<file path="config.mk">
export PLATFORM = sky130hd
export DESIGN_NAME = z80_register_alu_executor_unit
export DESIGN_NICKNAME = d
export VERILOG_FILES = /design/src/rtl/z80alu_pkg.sv /design/src/rtl/z80_register_alu_executor_unit.sv
export VERILOG_INCLUDE_DIRS = /design/src /design/src/rtl
export SDC_FILE = /design/constraint.sdc
export NUM_CORES = 1
export LEC_CHECK = 0
export ABC_CLOCK_PERIOD_IN_PS = 15100
export BUFFER_PORTS_ARGS = -buffer_cell sky130_fd_sc_hd__buf_4
export CAP_MARGIN = 20
export CORE_MARGIN = 2
export CORE_UTILIZATION = 55
export CTS_CLUSTER_SIZE = 25
export DETAILED_ROUTE_END_ITERATION = 7
export GPL_TIMING_DRIVEN = 1
export HOLD_SLACK_MARGIN = 0.08
export PLACE_DENSITY = 0.7
export SLEW_MARGIN = 20
export SYNTH_ARGS = -nofsm -noshare
export SYNTH_HDL_FRONTEND = slang
export SYNTH_SLANG_ARGS = --single-unit
</file>
<file path="constraint.sdc">
create_clock -name clk -period 15.1 [get_ports clk]
set_clock_uncertainty 0.1 [all_clocks]
set_input_delay 3.02 -clock clk [delete_from_list [all_inputs] [get_ports clk]]
set_output_delay 3.02 -clock clk [all_outputs]
set_load 0.01 [all_outputs]
</file>
<file path="src/rtl/z80_register_alu_executor_unit_assert.svh">
// assertion macros shared by the z80 alu executor rtl
`ifndef Z80_REGISTER_ALU_EXECUTOR_UNIT_ASSERT_SVH
`define Z80_REGISTER_ALU_EXECUTOR_UNIT_ASSERT_SVH

// same-cycle implication, disabled while reset is asserted
`define Z80ALU_ASSERT_NOW(label, ante, cons, msg) \
  label: assert property (@(posedge clk) disable iff (!rst_n) (ante) |-> (cons)) \
    else $error(msg);

// next-cycle implication, disabled while reset is asserted
`define Z80ALU_ASSERT_NEXT(label, ante, cons, msg) \
  label: assert property (@(posedge clk) disable iff (!rst_n) (ante) |=> (cons)) \
    else $error(msg);

`endif

</file>
<file path="src/rtl/z80alu_pkg.sv">
// types, codes and helper functions for the z80 alu executor
`timescale 1ns / 1ps

package z80alu_pkg;

  // input item
  typedef struct packed {
    logic [7:0] opcode;
    logic [7:0] immediate;
  } in_item_t;

  // result item
  typedef struct packed {
    logic [7:0]  accumulator;
    logic [7:0]  flags;
    logic        dest_valid;
    logic [2:0]  dest_index;
    logic [7:0]  dest_value;
    logic        write_valid;
    logic [15:0] write_address;
    logic [7:0]  write_data;
    logic        halted;
  } out_item_t;

  // architectural registers
  typedef struct packed {
    logic [7:0] b;
    logic [7:0] c;
    logic [7:0] d;
    logic [7:0] e;
    logic [7:0] h;
    logic [7:0] l;
    logic [7:0] a;
  } regfile_t;

  // opcode groups, bits 7:6
  typedef enum logic [1:0] {
    GRP_MISC  = 2'd0,
    GRP_LOAD  = 2'd1,
    GRP_ALU   = 2'd2,
    GRP_OTHER = 2'd3
  } op_grp_t;

  // alu operations, bits 5:3 of the alu group
  localparam logic [2:0] ALU_ADD = 3'd0;
  localparam logic [2:0] ALU_ADC = 3'd1;
  localparam logic [2:0] ALU_SUB = 3'd2;
  localparam logic [2:0] ALU_SBC = 3'd3;
  localparam logic [2:0] ALU_AND = 3'd4;
  localparam logic [2:0] ALU_XOR = 3'd5;
  localparam logic [2:0] ALU_OR  = 3'd6;
  localparam logic [2:0] ALU_CP  = 3'd7;

  // register codes
  localparam logic [2:0] REG_B      = 3'd0;
  localparam logic [2:0] REG_C      = 3'd1;
  localparam logic [2:0] REG_D      = 3'd2;
  localparam logic [2:0] REG_E      = 3'd3;
  localparam logic [2:0] REG_H      = 3'd4;
  localparam logic [2:0] REG_L      = 3'd5;
  localparam logic [2:0] REG_HL_MEM = 3'd6;
  localparam logic [2:0] REG_A      = 3'd7;

  // low-field codes of the misc group
  localparam logic [2:0] Z_INC = 3'd4;
  localparam logic [2:0] Z_DEC = 3'd5;
  localparam logic [2:0] Z_IMM = 3'd6;

  // flag bit positions
  localparam int FLAG_S  = 7;
  localparam int FLAG_Z  = 6;
  localparam int FLAG_H  = 4;
  localparam int FLAG_PV = 2;
  localparam int FLAG_N  = 1;
  localparam int FLAG_C  = 0;

  // boundary values for inc and dec overflow
  localparam logic [7:0] INC_OVF_VAL = 8'h7F;
  localparam logic [7:0] DEC_OVF_VAL = 8'h80;

  // register read by code; the memory operand code reads as zero
  function automatic logic [7:0] rf_read(regfile_t rf, logic [2:0] code);
    logic [7:0] val;
    case (code)
      REG_B:   val = rf.b;
      REG_C:   val = rf.c;
      REG_D:   val = rf.d;
      REG_E:   val = rf.e;
      REG_H:   val = rf.h;
      REG_L:   val = rf.l;
      REG_A:   val = rf.a;
      default: val = 8'h00;
    endcase
    return val;
  endfunction

  // assemble a flag byte, bits 5 and 3 always clear
  function automatic logic [7:0] mk_flags(logic [7:0] res, logic h, logic pv, logic n,
                                          logic c);
    logic [7:0] f;
    f          = 8'h00;
    f[FLAG_S]  = res[7];
    f[FLAG_Z]  = (res == 8'h00);
    f[FLAG_H]  = h;
    f[FLAG_PV] = pv;
    f[FLAG_N]  = n;
    f[FLAG_C]  = c;
    return f;
  endfunction

endpackage

</file>
<file path="src/rtl/z80_register_alu_executor_unit.sv">
// top level of the z80 register alu executor
`timescale 1ns / 1ps

// Executes one Z80 instruction byte per item against internal B,C,D,E,H,L,A
// registers and a flag byte, returning one result item per input item in
// order. Each result is registered, so one item per cycle is sustained while
// in_ready is high; that figure is set by the loop through the register file,
// since each instruction reads the registers that the previous one wrote.
// The result register is backed by a one-entry skid stage, so in_ready
// stays high while a result waits and drops only when both hold results
// that out_ready has not taken. Operand forms that use (HL), ADC, SBC and
// all unlisted opcodes leave the state unchanged; HALT sets a sticky halted
// bit and execution continues.
module z80_register_alu_executor_unit (
  input  logic                   clk,
  input  logic                   rst_n,
  input  logic                   in_valid,
  output logic                   in_ready,
  input  z80alu_pkg::in_item_t   in_item,
  output logic                   out_valid,
  input  logic                   out_ready,
  output z80alu_pkg::out_item_t  out_item
);

  // architectural state
  z80alu_pkg::regfile_t  rf_r, rf_nxt;
  logic [7:0]            flags_r, flags_nxt;
  logic                  halt_r, halt_nxt;

  // output register and skid stage
  z80alu_pkg::out_item_t out_item_r, skid_item_r, res;
  logic                  out_valid_r, skid_valid_r;

  logic in_fire, out_fire;

  // decoded fields
  logic [1:0] op;
  logic [2:0] fy, fz;
  logic [7:0] a, vz, vy;

  // datapath terms
  logic [8:0] sum9, diff9;
  logic [4:0] hsum5;
  logic       hborrow, add_ovf, sub_ovf;
  logic [7:0] sub_flags, r_and, r_xor, r_or, inc_v, dec_v;

  // execution results
  logic        dv, wv;
  logic [2:0]  di;
  logic [7:0]  dval, wdata;
  logic [15:0] waddr;

  assign in_fire  = in_valid & in_ready;
  assign out_fire = out_valid_r & out_ready;
  assign in_ready = ~skid_valid_r;

  assign op = in_item.opcode[7:6];
  assign fy = in_item.opcode[5:3];
  assign fz = in_item.opcode[2:0];
  assign a  = rf_r.a;
  assign vz = z80alu_pkg::rf_read(rf_r, fz);
  assign vy = z80alu_pkg::rf_read(rf_r, fy);

  // shared adder, subtractor and logic terms
  assign sum9    = {1'b0, a} + {1'b0, vz};
  assign diff9   = {1'b0, a} - {1'b0, vz};
  assign hsum5   = {1'b0, a[3:0]} + {1'b0, vz[3:0]};
  assign hborrow = (a[3:0] < vz[3:0]);
  assign add_ovf = (a[7] ^ sum9[7]) & (vz[7] ^ sum9[7]);
  assign sub_ovf = (a[7] ^ vz[7]) & (a[7] ^ diff9[7]);
  assign r_and   = a & vz;
  assign r_xor   = a ^ vz;
  assign r_or    = a | vz;
  assign inc_v   = vy + 8'd1;
  assign dec_v   = vy - 8'd1;
  assign sub_flags = z80alu_pkg::mk_flags(diff9[7:0], hborrow, sub_ovf, 1'b1, diff9[8]);

  // instruction execution
  always_comb begin
    dv        = 1'b0;
    di        = 3'd0;
    dval      = 8'h00;
    wv        = 1'b0;
    waddr     = 16'h0000;
    wdata     = 8'h00;
    flags_nxt = flags_r;
    halt_nxt  = halt_r;
    case (op)
      z80alu_pkg::GRP_ALU: begin
        if (fz != z80alu_pkg::REG_HL_MEM) begin
          case (fy)
            z80alu_pkg::ALU_ADD: begin
              dv        = 1'b1;
              dval      = sum9[7:0];
              flags_nxt = z80alu_pkg::mk_flags(sum9[7:0], hsum5[4], add_ovf, 1'b0, sum9[8]);
            end
            z80alu_pkg::ALU_SUB: begin
              dv        = 1'b1;
              dval      = diff9[7:0];
              flags_nxt = sub_flags;
            end
            z80alu_pkg::ALU_AND: begin
              dv        = 1'b1;
              dval      = r_and;
              flags_nxt = z80alu_pkg::mk_flags(r_and, 1'b1, ~(^r_and), 1'b0, 1'b0);
            end
            z80alu_pkg::ALU_XOR: begin
              dv        = 1'b1;
              dval      = r_xor;
              flags_nxt = z80alu_pkg::mk_flags(r_xor, 1'b0, ~(^r_xor), 1'b0, 1'b0);
            end
            z80alu_pkg::ALU_OR: begin
              dv        = 1'b1;
              dval      = r_or;
              flags_nxt = z80alu_pkg::mk_flags(r_or, 1'b0, ~(^r_or), 1'b0, 1'b0);
            end
            z80alu_pkg::ALU_CP: begin
              flags_nxt = sub_flags;
            end
            default: begin
              // adc and sbc are not executed
            end
          endcase
          if (dv) begin
            di = z80alu_pkg::REG_A;
          end
        end
      end
      z80alu_pkg::GRP_LOAD: begin
        if (fy == z80alu_pkg::REG_HL_MEM && fz == z80alu_pkg::REG_HL_MEM) begin
          halt_nxt = 1'b1;
        end else if (fy == z80alu_pkg::REG_HL_MEM) begin
          wv    = 1'b1;
          waddr = {rf_r.h, rf_r.l};
          wdata = vz;
        end else if (fz != z80alu_pkg::REG_HL_MEM) begin
          dv   = 1'b1;
          di   = fy;
          dval = vz;
        end
      end
      z80alu_pkg::GRP_MISC: begin
        if (fy != z80alu_pkg::REG_HL_MEM) begin
          case (fz)
            z80alu_pkg::Z_IMM: begin
              dv   = 1'b1;
              di   = fy;
              dval = in_item.immediate;
            end
            z80alu_pkg::Z_INC: begin
              dv        = 1'b1;
              di        = fy;
              dval      = inc_v;
              flags_nxt = z80alu_pkg::mk_flags(inc_v, (vy[3:0] == 4'hF),
                                               (vy == z80alu_pkg::INC_OVF_VAL), 1'b0,
                                               flags_r[z80alu_pkg::FLAG_C]);
            end
            z80alu_pkg::Z_DEC: begin
              dv        = 1'b1;
              di        = fy;
              dval      = dec_v;
              flags_nxt = z80alu_pkg::mk_flags(dec_v, (vy[3:0] == 4'h0),
                                               (vy == z80alu_pkg::DEC_OVF_VAL), 1'b1,
                                               flags_r[z80alu_pkg::FLAG_C]);
            end
            default: begin
              // other misc opcodes are not executed
            end
          endcase
        end
      end
      default: begin
        // jumps, calls and stack operations are not executed
      end
    endcase
  end

  // register file write-back
  always_comb begin
    rf_nxt = rf_r;
    if (dv) begin
      case (di)
        z80alu_pkg::REG_B: rf_nxt.b = dval;
        z80alu_pkg::REG_C: rf_nxt.c = dval;
        z80alu_pkg::REG_D: rf_nxt.d = dval;
        z80alu_pkg::REG_E: rf_nxt.e = dval;
        z80alu_pkg::REG_H: rf_nxt.h = dval;
        z80alu_pkg::REG_L: rf_nxt.l = dval;
        z80alu_pkg::REG_A: rf_nxt.a = dval;
        default: ;
      endcase
    end
  end

  // result item of the current input
  always_comb begin
    res.accumulator   = rf_nxt.a;
    res.flags         = flags_nxt;
    res.dest_valid    = dv;
    res.dest_index    = di;
    res.dest_value    = dval;
    res.write_valid   = wv;
    res.write_address = waddr;
    res.write_data    = wdata;
    res.halted        = halt_nxt;
  end

  // state update on each accepted item
  always_ff @(posedge clk) begin
    if (!rst_n) begin
      rf_r    <= '0;
      flags_r <= 8'h00;
      halt_r  <= 1'b0;
    end else if (in_fire) begin
      rf_r    <= rf_nxt;
      flags_r <= flags_nxt;
      halt_r  <= halt_nxt;
    end
  end

  // output register and skid control
  always_ff @(posedge clk) begin
    if (!rst_n) begin
      out_valid_r  <= 1'b0;
      skid_valid_r <= 1'b0;
    end else if (skid_valid_r) begin
      if (out_fire) begin
        skid_valid_r <= 1'b0;
      end
    end else if (in_fire) begin
      if (out_valid_r && !out_ready) begin
        skid_valid_r <= 1'b1;
      end else begin
        out_valid_r <= 1'b1;
      end
    end else if (out_fire) begin
      out_valid_r <= 1'b0;
    end
  end

  // output and skid payload
  always_ff @(posedge clk) begin
    if (skid_valid_r) begin
      if (out_fire) begin
        out_item_r <= skid_item_r;
      end
    end else if (in_fire) begin
      if (out_valid_r && !out_ready) begin
        skid_item_r <= res;
      end else begin
        out_item_r <= res;
      end
    end
  end

  assign out_valid = out_valid_r;
  assign out_item  = out_item_r;

  `include "z80_register_alu_executor_unit_assert.svh"

  `Z80ALU_ASSERT_NOW(a_skid_needs_out, skid_valid_r, out_valid_r, "skid full with output empty")
  `Z80ALU_ASSERT_NEXT(a_halt_sticky, halt_r, halt_r, "halt mark cleared without reset")
  `Z80ALU_ASSERT_NOW(a_one_target, out_valid_r, !(out_item_r.dest_valid && out_item_r.write_valid), "register and memory write in one item")
  `Z80ALU_ASSERT_NOW(a_flag_gaps, out_valid_r, (out_item_r.flags[5] == 1'b0) && (out_item_r.flags[3] == 1'b0), "unused flag bits set")

endmodule

</file>
=== Word-level counts from Yosys, hierarchy flattened ===
Cells that the tools add are included.

* Register bits: 175
* Bits in latches: 0
* Bits in writable memories: 0
* Memory bits (read-only): 0
* Bits of input ports: 20
* Logic and storage cells: 169
* Memories kept: 0

* Add/sub/neg operators: 5
* Multiply operators: 0
* Divide/modulo/power cells: 0
* $lt $le $gt $ge: 1
* Equality and inequality tests: 30
* Shifts and indexed selects: 0
* Mux-type cells: 57
* Bitwise logic cells: 15
* Reductions and logical operators: 32

{| class="wikitable"
|+ Operators by type and width
! operator !! number
|-
| two-way mux 54 bit || 4
|-
| one-hot mux 8 bit (7 select lines) || 2
|-
| two-way mux 8 bit || 12
|-
| one-hot mux 8 bit (5 select lines) || 2
|-
| logical NOT 8 bit || 7
|-
| two-way mux 16 bit || 3
|-
| one-hot mux 8 bit (3 select lines) || 2
|-
| == test 3 bit (second input constant) || 11
|-
| one-hot mux 8 bit (2 select lines) || 2
|-
| AND reduction 3 bit || 9
|-
| parity 8 bit || 3
|-
| two-way mux 1 bit || 21
|-
| two-way mux 3 bit || 7
|-
| == test 3 x 2 -> 1 bit (second input constant) || 6
|-
| adder 8 x 8 -> 9 bit || 1
|-
| == test 3 x 1 -> 1 bit (second input constant) || 3
|-
| logical NOT 3 bit || 3
|-
| one-hot mux 3 bit (3 select lines) || 1
|-
| subtractor 8 x 8 -> 9 bit || 1
|-
| adder 8 x 1 -> 8 bit (second input constant) || 1
|-
| bitwise AND 8 bit || 1
|-
| == test 8 x 7 -> 1 bit (second input constant) || 1
|-
| == test 8 bit (second input constant) || 1
|-
| bitwise OR 8 bit || 1
|-
| other kinds (22) || 35
|}

=== Depth between registers and ports, before layout ===
* Depth after elaboration: 14
* Mapped depth: 20
* Depth with buffers taken out: 17

=== Worst setup path after synthesis ===
No wires, ideal clock.

* Path kind: input port to flip-flop
* From: input port in_item[8] (netlist bit)
* To: register out_item_r, in the netlist out_item[32], data pin
* Library setup time: 260 ps
* Arrival time: 6654 ps
* Slack: 8086 ps
* Cell stages on the path: 16
* Path through: buf_2 -> buf_2 -> mux2_2 -> a221oi_1 -> ha_1 -> ha_1 -> a221o_1 -> a221oi_1 -> xnor2_1 -> nor2_1 -> a21o_1 -> a21oi_1 -> o21a_1 -> buf_2 -> inv_2 -> mux2_2

* Longest elaborated chain between the ends: 9
* Elaborated cells on any way between the ends: 27
* Classes of those cells: 2 x add/sub; 8 x eq/ne; 12 x mux; 3 x bitwise; 2 x reduce/logical

{| class="wikitable"
|+ RTL lines
! item !! line !! source
|-
| from (decl) || z80_register_alu_executor_unit.sv:19 || <nowiki>input z80alu_pkg::in_item_t in_item,</nowiki>
|-
| == test 3 bit (tied with other cells) || z80alu_pkg.sv:84 || <nowiki>case (code)</nowiki>
|-
| one-hot mux 8 bit (7 select lines) || z80alu_pkg.sv:84 ||
|-
| subtractor 8 x 8 -> 9 bit (tied with other cells) || z80_register_alu_executor_unit.sv:66 || <nowiki>assign diff9 = {1'b0, a} - {1'b0, vz};</nowiki>
|-
| one-hot mux 8 bit (5 select lines) or two-way mux 8 bit (tied branches) || z80_register_alu_executor_unit.sv:91, z80_register_alu_executor_unit.sv:132 ||
|-
| two-way mux 8 bit, on equally long branches || z80_register_alu_executor_unit.sv:90, z80_register_alu_executor_unit.sv:130 ||
|-
| one-hot mux 8 bit (3 select lines) * || z80_register_alu_executor_unit.sv:88 || <nowiki>case (op)</nowiki>
|-
| net dval[6] || z80_register_alu_executor_unit.sv:50 || <nowiki>logic [7:0] dval, wdata;</nowiki>
|-
| two-way mux 54 bit * || z80_register_alu_executor_unit.sv:248 || <nowiki>if (out_valid_r && !out_ready) begin</nowiki>
|-
| two-way mux 54 bit * || z80_register_alu_executor_unit.sv:247 || <nowiki>end else if (in_fire) begin</nowiki>
|-
| two-way mux 54 bit * || z80_register_alu_executor_unit.sv:243 || <nowiki>if (skid_valid_r) begin</nowiki>
|-
| to (signal assigned) || z80_register_alu_executor_unit.sv:245 || <nowiki>out_item_r <= skid_item_r;</nowiki>
|-
| to (signal assigned) || z80_register_alu_executor_unit.sv:251 || <nowiki>out_item_r <= res;</nowiki>
|-
| to (decl) || z80_register_alu_executor_unit.sv:31 || <nowiki>z80alu_pkg::out_item_t out_item_r, skid_item_r, res;</nowiki>
|}

Mark *: on every way through the listed nets, which the timed path passes. The rest lies on a longest branch. The select of a mux whose other input is x is not followed.
A chain may end at the register's enable or synchronous reset.

=== Final worst setup path ===
Ends and elaborated chain as after synthesis.

==> metrics.cfg <==
[pwr]
p_sw_mw = 0.335
pwr-share-seq_pct = 46.6
internal_power_mw = 0.823
p_leak_nw = 4.53
vdd_drop_max_mv = 0.0805
comb_power_share_pct = 15.1
power.density_nw_per_um2 = 101
pwr-share-clk_pct = 38.4
power_switching_share_pct = 28.9

[detailed_routing]
routedWlPerCell_um = 22.8
drt_pass1_iterations = 6
ant_nets = 0
drc = 0
drt_iter0_drc = 995
via_per_inst = 6.45
wl_mm = 29.3
vias = 8278

[synth]
syn_nets = 1078
ys_ff_latch = 175
async_flop_share_pct = 0
syn_area_um2 = 10300
ys_warn_count = 0
synth_cell_types = 83
synth_area_leader_cell = edfxtp_1
synthTopCellsByArea = edfxtp_1 32%, dfxtp_1 13%, ha_1 5.6%
synth.top_cell.area_share_pct = 31.6
synth_edf_count = 108
ys.flop_type = edfxtp_1
syn_inst = 1010
avgSynthCellArea_um2 = 10.2
seq_area_frac_synth_pct = 44.7

[global_routing]
grt_usage_pct = 29.7
grt_pass1_wl_mm = 45.1
grt-ovfl-total = 0
antenna_found_initial = 3
use_met3_pct = 6.25
gr-usage-met1_pct = 44.3
grt_max_degree = 55
first_global_vias = 7713
top_usage_layer = met2
grt_use_met2_pct = 44.3

[clock_network]
clk_pin_slew_ns = 0.08
clock_latency_ns = 0.43
clockRootBuffer = clkbuf_16
cts-hold-fix-buffers = 0
post_cts_buffers = 0
numCtsBuffers = 17
clock_sinks = 175
h-tree-depth = 4
cts_resized = 0
clk_path_buf_depth = 2
cts_tree = done

[floorplanning]
io_pins = 76
rows = 49
die_w_um = 141
core-area_um2 = 18100
die_h_um = 141
dieArea_um2 = 19800
start_util_pct = 56.6

[worst_setup_path]
r2r_setup_slack_ns = 10.32
rr_worst_depth = 12
end_kind = flop
r2r_end = skid_item_r[53]
critPathMaxFanout = 37
worstSetupPathType = in2reg
r2r_start = a[1]
required_ns = 15.19
critPathLaunchType = input port
setup.worst_path.start = in_item[8]
arrival_ns = 7.50

[final_layout]
final_net_count = 1108
layout-drive-gt1-share_pct = 18.5
layout_commonest_cell = edfxtp_1
fillers = 1493
synthToLayoutAreaGrowth_pct = 12.0
mostFrequentLayoutCells = 108 x edfxtp_1, 87 x buf_4, 83 x nor2_1

[timing]
max_freq_mhz = 135
tightest_slew_ns = 1.19
hold_viol_final = 0
holdWs_ns = 0.364
period_minus_slack_ns = 7.41
timing.setup.tns_ns = 0
setup_violations = 0
timing.final.crit_share_pct = 49.1
rsz0062_at_grt = no
slew_headroom_pct = 20.3
drv_slew = 0

[hold_path]
min_path_cells = 1
worstHoldPathType = reg2reg
min_to = flags_r[3]
hold_path_startpoint = flags_r[3]

[placed_design]
dp_hpwl_mm = 21.1
place.gp.congestion = 1.00
io_buffer_count = 75

[status]
status = finished, final reports clean

[flow_run]
maxCapViolations = 0

-- critical path, cell delays in order --
cell and delay (ns):
buf_4 0.24, and2_1 0.32, a22o_1 0.27, a221oi_1 0.80, ha_1 0.47, ha_1 0.22
a221o_1 0.40, a221oi_1 0.37, xnor2_1 0.19, nor2_1 0.06, a21o_1 0.20, a21oi_1 0.15
o21a_1 0.41, inv_2 0.07, mux2_2 0.27
-- power by group through the flow --
stage                     Clock (mW)  Combinational, mW  Sequential, mW
after floorplan                    0              0.107           0.555
after global placement             0              0.169           0.549
after detailed placement           0              0.170           0.550
after CTS                      0.449              0.171           0.539
after global routing           0.469              0.187           0.541
final                          0.444              0.174           0.539
-- layout make-up --
cell class | instances | area, um^2 | area share, %
diodes | 1 | 2.50 | 0.0218
well taps | 229 | 287 | 2.49
multi-input cells | 702 | 5140 | 44.7
clock buffers | 17 | 425 | 3.70
flip-flops and latches | 175 | 4580 | 39.9
repair buffers | 87 | 653 | 5.68
inverters | 57 | 214 | 1.86
clock inverters | 15 | 194 | 1.69
-- routing by layer --
layer / vias up / part of all wire [%]
li1: 3809 / -
met1: 3992 / 45
met2: 431 / 43
met3: 46 / 9.5
met4: 0 / 1.9
met5: - / 0
-- flip-flops by register name, summed over array words and instances, names as in the netlist --
register / count
flags_r: 8
out_item: 54
rf_r: 48
skid_valid_r: 1
out_valid: 1
a: 8
skid_item_r: 54
halt_r: 1
-- cells in the mapped netlist (all sizes together), types with 18 or more instances --
cell,count
buf,25
o21ai,60
clkbuf,51
edfxtp,108
and3,29
a21oi,50
ha,46
mux2,50
dfxtp,67
inv,56
nand2,57
a31oi,18
mux2i,40
nor2,84
xnor2,24
-- kinds of logic after synthesis --
logic type,Yosys count,synth area share [%]
DFF,175,44.7
AOI/OAI and AO/OA,262,17.4
xor gates and xnor gates,30,2.56
muxes,97,11.0
adders and majority gates,48,6.00
buffers and inverters,133,5.49
and+or+nand+nor,265,12.8
-- metrics by stage --
stage | instance area [um^2] | setup WS, ns | power [mW] | instances | utilization (%)
after CTS | 11500 | 7.79 | 1.16 | 1282 | 63.3
after detailed placement | 10900 | 7.35 | 0.720 | 1250 | 59.9
after global placement | 10900 | 7.52 | 0.718 | 1250 | 59.9
after floorplan | 10300 | 8.09 | 0.662 | 1010 | -
after global routing | 11500 | 7.58 | 1.20 | 1282 | 63.3
final | 11500 | 7.69 | 1.16 | 1283 | 63.4
-- worst max-delay path by stage --
stage	slack, ns	cells after the start	to
finish	7.69	15	out_item[32]
global route	7.58	15	out_item[32]
CTS	7.79	15	out_item[32]
detailed placement	7.35	15	out_item[32]
global placement	7.52	15	out_item[32]
floorplan	8.09	16	out_item[32]
No activity file was read; power rests on OpenSTA's default activity.
